$ cat src/rtl/metaball_field_shader_unit_macros.svh
// Assertion macros shared by the metaball field shader RTL.
// Needs aclk and aresetn in the scope of every module that uses them.
`ifndef METABALL_FIELD_SHADER_UNIT_MACROS_SVH
`define METABALL_FIELD_SHADER_UNIT_MACROS_SVH

`ifndef SYNTHESIS
// Same-cycle implication, disabled while reset is held.
`define MFS_ASSERT_IMP(name, ante, cons, msg) \
    name: assert property (@(posedge aclk) disable iff (!aresetn) (ante) |-> (cons)) \
        else $error(msg);
// Next-cycle implication, disabled while reset is held.
`define MFS_ASSERT_NXT(name, ante, cons, msg) \
    name: assert property (@(posedge aclk) disable iff (!aresetn) (ante) |=> (cons)) \
        else $error(msg);
`else
`define MFS_ASSERT_IMP(name, ante, cons, msg)
`define MFS_ASSERT_NXT(name, ante, cons, msg)
`endif

`endif

$ cat src/rtl/mfs_pkg.sv
// Types and fixed-point widths for the metaball field shader.
// No dependencies; used by mfs_cell and metaball_field_shader_unit.
package mfs_pkg;

    typedef enum logic {
        OP_LOAD  = 1'b0,
        OP_SHADE = 1'b1
    } op_t;

    localparam int SLOT_W    = 3;
    localparam int CENTER_W  = 13;  // signed Q4 pixels
    localparam int INV_W     = 16;  // unsigned Q0.20
    localparam int PIX_W     = 7;
    localparam int Q4_BITS   = 4;
    localparam int DIFF_W    = 14;  // signed Q4 distance
    localparam int SQ_W      = 26;  // one squared distance, Q8, for any 13-bit centre
    localparam int D2_W      = 27;  // sum of both squares, Q8
    localparam int PROD_W    = 43;  // d2 * inverse radius, Q28
    localparam int K_FRAC    = 28;
    localparam int K_W       = 29;  // 1 - product, Q28, up to exactly one
    localparam int KSQ_W     = 57;  // k squared, Q56, up to exactly one
    localparam int FIELD_FRAC = 56;
    localparam int INDEX_W   = 8;

    localparam logic [K_W-1:0] K_ONE = K_W'(1) << K_FRAC;

    typedef struct packed {
        op_t                        op;
        logic [SLOT_W-1:0]          slot;
        logic signed [CENTER_W-1:0] center_x;
        logic signed [CENTER_W-1:0] center_y;
        logic [INV_W-1:0]           inv;
        logic [PIX_W-1:0]           pixel_x;
        logic [PIX_W-1:0]           pixel_y;
    } item_t;

endpackage

$ cat src/rtl/mfs_cell.sv
// One ball of the shading chain: holds the ball and adds its share to each pixel.
// Depends on mfs_pkg and metaball_field_shader_unit_macros.svh.
`include "metaball_field_shader_unit_macros.svh"

module mfs_cell #(
    parameter int INDEX   = 0,
    parameter int FIELD_W = 60
) (
    input  logic                 aclk,
    input  logic                 aresetn,
    input  logic                 advance,
    input  logic                 in_valid,
    input  mfs_pkg::item_t       in_item,
    input  logic [FIELD_W-1:0]   in_field,
    output logic                 out_valid,
    output mfs_pkg::item_t       out_item,
    output logic [FIELD_W-1:0]   out_field
);
    import mfs_pkg::*;

    // Ball held by this cell.
    logic signed [CENTER_W-1:0] cx_reg;
    logic signed [CENTER_W-1:0] cy_reg;
    logic [INV_W-1:0]           inv_reg;
    logic                       loaded_reg;

    // Four internal stages.
    logic s1_valid_reg, s2_valid_reg, s3_valid_reg, s4_valid_reg;
    item_t s1_item_reg, s2_item_reg, s3_item_reg, s4_item_reg;
    logic [FIELD_W-1:0] s1_field_reg, s2_field_reg, s3_field_reg, s4_field_reg;
    logic s1_hit_reg, s2_hit_reg;
    logic [SQ_W-1:0]   sqx_reg, sqy_reg;
    logic [INV_W-1:0]  s1_inv_reg;
    logic [PROD_W-1:0] prod_reg;
    logic [KSQ_W-1:0]  ksq_reg;

    logic                       write_hit;
    logic signed [DIFF_W-1:0]   px_q4, py_q4, dx, dy;
    logic signed [2*DIFF_W-1:0] dx_sq, dy_sq;
    logic [D2_W-1:0]            d2;
    logic [PROD_W-1:0]          prod_next;
    logic                       in_range;
    logic [K_W-1:0]             k;
    logic [KSQ_W-1:0]           ksq_full;
    logic [KSQ_W-1:0]           ksq_next;
    logic [FIELD_W-1:0]         field_next;

    assign write_hit = in_valid && (in_item.op == OP_LOAD) && (int'(in_item.slot) == INDEX);

    assign px_q4 = {3'b000, in_item.pixel_x, 4'b0000};
    assign py_q4 = {3'b000, in_item.pixel_y, 4'b0000};
    assign dx    = px_q4 - DIFF_W'(cx_reg);
    assign dy    = py_q4 - DIFF_W'(cy_reg);
    assign dx_sq = dx * dx;
    assign dy_sq = dy * dy;

    assign d2        = D2_W'(sqx_reg) + D2_W'(sqy_reg);
    assign prod_next = d2 * s1_inv_reg;

    // k contributes only while the product stays below one.
    assign in_range = (prod_reg[PROD_W-1:K_FRAC] == '0);
    assign k        = K_ONE - K_W'(prod_reg[K_FRAC-1:0]);
    assign ksq_full = k * k;
    assign ksq_next = (s2_hit_reg && in_range) ? ksq_full : '0;

    assign field_next = s3_field_reg + FIELD_W'(ksq_reg);

    always_ff @(posedge aclk) begin
        if (!aresetn) begin
            loaded_reg   <= 1'b0;
            s1_valid_reg <= 1'b0;
            s2_valid_reg <= 1'b0;
            s3_valid_reg <= 1'b0;
            s4_valid_reg <= 1'b0;
        end else if (advance) begin
            if (write_hit) begin
                loaded_reg <= 1'b1;
            end
            s1_valid_reg <= in_valid;
            s2_valid_reg <= s1_valid_reg;
            s3_valid_reg <= s2_valid_reg;
            s4_valid_reg <= s3_valid_reg;
        end
    end

    always_ff @(posedge aclk) begin
        if (advance) begin
            if (write_hit) begin
                cx_reg  <= in_item.center_x;
                cy_reg  <= in_item.center_y;
                inv_reg <= in_item.inv;
            end
            s1_item_reg  <= in_item;
            s1_field_reg <= in_field;
            s1_hit_reg   <= (in_item.op == OP_SHADE) && loaded_reg;
            s1_inv_reg   <= inv_reg;
            sqx_reg      <= dx_sq[SQ_W-1:0];
            sqy_reg      <= dy_sq[SQ_W-1:0];

            s2_item_reg  <= s1_item_reg;
            s2_field_reg <= s1_field_reg;
            s2_hit_reg   <= s1_hit_reg;
            prod_reg     <= prod_next;

            s3_item_reg  <= s2_item_reg;
            s3_field_reg <= s2_field_reg;
            ksq_reg      <= ksq_next;

            s4_item_reg  <= s3_item_reg;
            s4_field_reg <= field_next;
        end
    end

    assign out_valid = s4_valid_reg;
    assign out_item  = s4_item_reg;
    assign out_field = s4_field_reg;

    `MFS_ASSERT_NXT(a_load_sets_flag, advance && write_hit, loaded_reg, "load did not mark ball")
    `MFS_ASSERT_NXT(a_miss_adds_nothing, advance && !s2_hit_reg, ksq_reg == '0, "unloaded ball added")
    `MFS_ASSERT_NXT(a_stall_holds, !advance, $stable(s4_valid_reg), "chain moved during stall")

endmodule

$ cat config.mk
export PLATFORM = sky130hd
export DESIGN_NAME = mfs_cell
export DESIGN_NICKNAME = d
export VERILOG_FILES = /design/src/rtl/mfs_pkg.sv /design/src/rtl/mfs_cell.sv
export VERILOG_INCLUDE_DIRS = /design/src /design/src/rtl
export SDC_FILE = /design/constraint.sdc
export NUM_CORES = 2
export LEC_CHECK = 0
export BUFFER_PORTS_ARGS = -buffer_cell sky130_fd_sc_hd__buf_4
export CAP_MARGIN = 20
export CORE_MARGIN = 8
export CORE_UTILIZATION = 58
export CTS_BUF_LIST = sky130_fd_sc_hd__clkbuf_16
export DETAILED_ROUTE_END_ITERATION = 6
export GPL_TIMING_DRIVEN = 0
export PLACE_DENSITY = 0.75
export SYNTH_ARGS = -nofsm -noshare
export SYNTH_HDL_FRONTEND = slang
export SYNTH_SLANG_ARGS = --single-unit
$ cat constraint.sdc
create_clock -name aclk -period 25.2 [get_ports aclk]
set_input_delay 3.78 -clock aclk [delete_from_list [all_inputs] [get_ports aclk]]
set_output_delay 3.78 -clock aclk [all_outputs]
set_load 0.01 [all_outputs]
Word level (Yosys, flattened, before mapping)
Index checks and enable logic that the tools add are counted.
- bits in registers: 697
- output and inout port bits: 121
- logic and storage cells: 64
- add/sub/neg operators: 5
- multipliers: 4
- bitwise logic cells: 1
- reduce and logical (&&, ||, !) cells: 7
- operators by type and width (kind ; count):
    60-bit by 57-bit adder with 60-bit output ; 1
    29-bit by 29-bit multiplier with 57-bit output ; 1
    14-bit by 14-bit multiplier with 26-bit output ; 2
    27-bit by 16-bit multiplier with 43-bit output ; 1
    29-bit by 28-bit subtractor with 29-bit output, first input constant ; 1
    12-bit by 13-bit subtractor with 14-bit output ; 2
    26-bit by 26-bit adder with 27-bit output ; 1
    15-bit logical NOT ; 1
    1-bit logical AND ; 4
    3-bit logical NOT ; 1
    2-bit AND reduction ; 1
    1-bit NOT ; 1

Logic depth before layout (Yosys ltp)
- depth in word-level cells: 4
- gate-level depth with buffers: 38

Least setup slack after synthesis
Ideal clock, no wire load.
- path kind: input to register
- start: input in_item[0] (netlist bit)
- end: register sqy_reg[25] (data pin)
- setup time: 0.260 ns
- arrival: 10.996 ns
- required time: 24.940 ns
- slack: 13.944 ns
- stages on the path: 31
- buffers on the path: 1
- cells stage by stage: ha_1 -> a41oi_1 -> o21ai_0 -> a21oi_1 -> o21ai_0 -> nand4b_1 -> o21ai_0 -> or2_2 -> inv_1 -> clkbuf_1 -> nand2_1 -> inv_1 -> fa_1 -> fa_1 -> fa_1 -> inv_1 -> fa_1 -> inv_1 -> fa_1 -> fa_1 -> ha_1 -> o21ai_0 -> nand2b_1 -> nand2_1 -> a21oi_1 -> o211a_1 -> o21a_1 -> o21a_1 -> or4b_2 -> a31oi_1 -> xnor2_1
- longest elaborated chain between the ends: 2
- ends and longest elaborated chain (element ; RTL line ; source):
    from (decl) ; mfs_cell.sv:13 ; input mfs_pkg::item_t in_item,
    12-bit by 13-bit subtractor with 14-bit output ; mfs_cell.sv:53 ; assign dy = py_q4 - DIFF_W'(cy_reg);
    14-bit by 14-bit multiplier with 26-bit output ; mfs_cell.sv:55 ; assign dy_sq = dy * dy;
    net dy_sq[25] ; mfs_cell.sv:39 ; logic signed [2*DIFF_W-1:0] dx_sq, dy_sq;
    to (signal assigned) ; mfs_cell.sv:98 ; sqy_reg <= dy_sq[SQ_W-1:0];
    to (decl) ; mfs_cell.sv:32 ; logic [SQ_W-1:0] sqx_reg, sqy_reg;
The timed path passes the listed nets, and every way through them passes these cells.
A chain may end at the register's enable or synchronous reset.

Worst setup path after layout
- start: register prod_reg[0]
- end: register ksq_reg[52] (data pin)
- longest elaborated chain between the ends: 2
- ends and longest elaborated chain (element ; RTL line ; source):
    from (decl) ; mfs_cell.sv:34 ; logic [PROD_W-1:0] prod_reg;
    from (signal assigned) ; mfs_cell.sv:103 ; prod_reg <= prod_next;
    29-bit by 28-bit subtractor with 29-bit output ; mfs_cell.sv:62 ; assign k = K_ONE - K_W'(prod_reg[K_FRAC-1:0]);
    29-bit by 29-bit multiplier with 57-bit output ; mfs_cell.sv:63 ; assign ksq_full = k * k;
    to (signal assigned) ; mfs_cell.sv:107 ; ksq_reg <= ksq_next;
    to (decl) ; mfs_cell.sv:35 ; logic [KSQ_W-1:0] ksq_reg;
No other way between the ends.

==> results.md <==
- Clock Tree Root: clkbuf_16
- Area contributors post-synth: fa_1, edfxtp_1, ha_1, inv_1, nand2_1
- RSZ-0062 raised after global routing: false
- Post-CTS Hold Fix Bufs: 0
- Avg Inst Size Synth: 10.8 um^2
- Mapped Cells: 6,941
- Row count: 132
- Clock sinks: a little under 700
- Crit Path Max Fanout: 11
- First-pass DRT Iterations: 6
- Largest net degree at the start of global routing: 134
- TritonCTS clock tree: built
- Slew @ Worst Pin: 1310 ps
- Layout area overhead: 9.33%
- Post-layout util: 63.7%
- DRT antenna net count: 0
- Fin. max-slew vios: 0
- Layout cells sized above 1: 6.07%
- Worst Skew: 67.4 ps
- Arrival @ worst endpoint: 13,800 ps
- Gr usage total: 27.4%
- DRT iter0 DRCs: slightly below 4,000
- Critical Path Source Type: register
- Final Cell Area: about 0.082 mm^2
- Worst-path clk slew: 60 ps
- Worst EP required: 25,680 ps
- Die X: 376 um
- WL/cell: roughly 21 um
- Worst Hold Launch: s2_field_reg[40]
- Commonest cells in the netlist: inv_1, fa_1, nand2_1, edfxtp_1, ha_1
- Via count: 50,000
- #FFs+latches synth: 694
- Status: finished, final reports clean
- Hold EP: s3_field_reg[40]
- # port buffers: 244
- Top cell by count, worst path: fa_1
- Post-CTS resize count: 0
- Initial antenna violation count: 3
- Max_slew headroom: between 10% and 20%
- Max Clk Rate: between 70 and 80 MHz
- Leading area contributor after synthesis: fa_1
- Synth async-reset ratio: 0%
- Hold Fails Final Rpt: 0
- R2R setup slack: between 10,000 and 15,000 ps
- Total CTS buffers: 77
- Mapped Area: 0.0752 mm^2
- Worst R2R Start: prod_reg[0]
- Worst hold path class: register to register
- Post-CTS Setup Inserts: 0
- DR vias/cell: ~5.5
- Max stage delay on crit path: between 800 and 900 ps
- Die span in y: approximately 380 um
- Vias in the first global route: roughly 54,000
- Final nets: 9,335
- # DRC: 0
- Worst Hold Depth: 0
- Total grt overflow: 0
- Final Worst Setup Slack: roughly 12,000 ps
- Yosys warning count: 0
- H-tree depth: 3
- Synth cell types: 84
- Count leader, synth: inv_1
- HPWL after detailed placement: 157 mm
- Synth top area share: 35.3%
- Cell Area, Placed: 0.0796 mm^2
- Die Area: 0.141 mm^2
- Post-synth EDFFs: 689
- Ports: ~250
- Slowest cell on the critical path: clkbuf_1
- Starting Density: between 50 and 60%
- Sequential-to-total area share from yosys stat: ~28%
- Clock Path Buffers: 3
- WL final: about 190 mm
- Max-cap violations: 0
- Primary FF master, synth: edfxtp_1
- Final setup violating endpoints: 0
- Std-Cell Core Area: 0.129 mm^2
- Final GP Congestion: 1.01
- Worst r2r path cells: 33
- First-pass GRT wire length: 299 mm
- Post-layout min period: 13,320 ps
- Clk_lat worst skew: 700 ps
- Fin Setup TNS: 0 ps
- Pre-CTS setup slack: about 12,000 ps
- RR Endpoint: ksq_reg[52]
- Final period util: 52.9%
- Worst Setup End Kind: register
- Kind of critical path: register to register
[cells by family after synthesis]
group | after synthesis | synth area share, %
AOI/OAI and AO/OA | 594 | 5.07
xor gates and xnor gates | 279 | 3.28
adders and majority gates | 1903 | 44.9
buffers and inverters | 1801 | 9.00
DFF | 694 | 27.6
muxes | 10 | 0.136
other | 2 | 0.00998
and+or+nand+nor | 1658 | 9.94
[how the worst max path moves through the flow]
stage,slack [ps],start,end
2_1_floorplan,13940,in_item[0],sqy_reg[25]
3_3_place_gp,11800,prod_reg[0],ksq_reg[52]
3_5_place_dp,12090,prod_reg[0],ksq_reg[52]
4_1_cts,12080,prod_reg[0],ksq_reg[52]
5_1_grt,11530,prod_reg[0],ksq_reg[52]
6_report,11880,prod_reg[0],ksq_reg[52]
[worst max-delay path, delay by kind of cell, from the launching register on]
family                     cells  cell delay [ps]
adders and majority gates     10             4680
and+or+nand+nor                8             2890
AOI/OAI and AO/OA              6             2060
DFF                            1              560
xor gates and xnor gates       1              800
buffers and inverters          8             2120
[layout make-up]
| cell class | count | area [um^2] |
|---|---|---|
| timing repair buffer | 267 | 2150 |
| buffer | 168 | 643 |
| clock buffer | 77 | 1930 |
| fill | 10400 | 46900 |
| antenna | 2 | 5.00 |
| inverter | 1633 | 6130 |
| tap | 1742 | 2180 |
| clock inverter | 64 | 667 |
| multi-input combinational | 4467 | 47700 |
| sequential | 694 | 20800 |
[routing by layer]
layer / vias to the layer above / global-route usage [%] / wire length, um
met2: 1965 / 47.7 / 95800
met1: 25300 / 32.4 / 69000
met4: 2 / 15.1 / 12300
li1: 22300 / - / -
met3: 539 / 4.59 / 13700
met5: - / 0 / 18
[layout by cell type (no fill, tap or decap), drive strengths merged, types with 20 or more instances in the layout]
| cell | Yosys | routed |
|---|---|---|
| a21o | 92 | 92 |
| a21oi | 189 | 189 |
| a31oi | 25 | 25 |
| and2 | 203 | 203 |
| and3 | 24 | 24 |
| buf | 17 | 283 |
| clkbuf | 151 | 229 |
| clkinv | 16 | 52 |
| conb | 2 | 23 |
| edfxtp | 689 | 689 |
| fa | 1328 | 1328 |
| ha | 575 | 575 |
| inv | 1617 | 1632 |
| nand2 | 698 | 698 |
| nand2b | 29 | 29 |
| nand3 | 43 | 43 |
| nor2 | 465 | 465 |
| nor2b | 26 | 26 |
| nor3 | 68 | 68 |
| o21a | 32 | 32 |
| o21ai | 99 | 99 |
| o21bai | 28 | 28 |
| or2 | 20 | 20 |
| xnor2 | 203 | 203 |
| xor2 | 76 | 76 |
[through the flow]
stage | instances | hold WS (ps)
2_1_floorplan | 6962 | 400
3_3_place_gp | 8948 | 400
3_5_place_dp | 8966 | 405
4_1_cts | 9107 | 370
5_1_grt | 9113 | 369
6_report | 9114 | 366
Power is left out: the tool's default activity adds up to more than one toggle a clock period on the data nets, which glitch-free logic cannot reach.
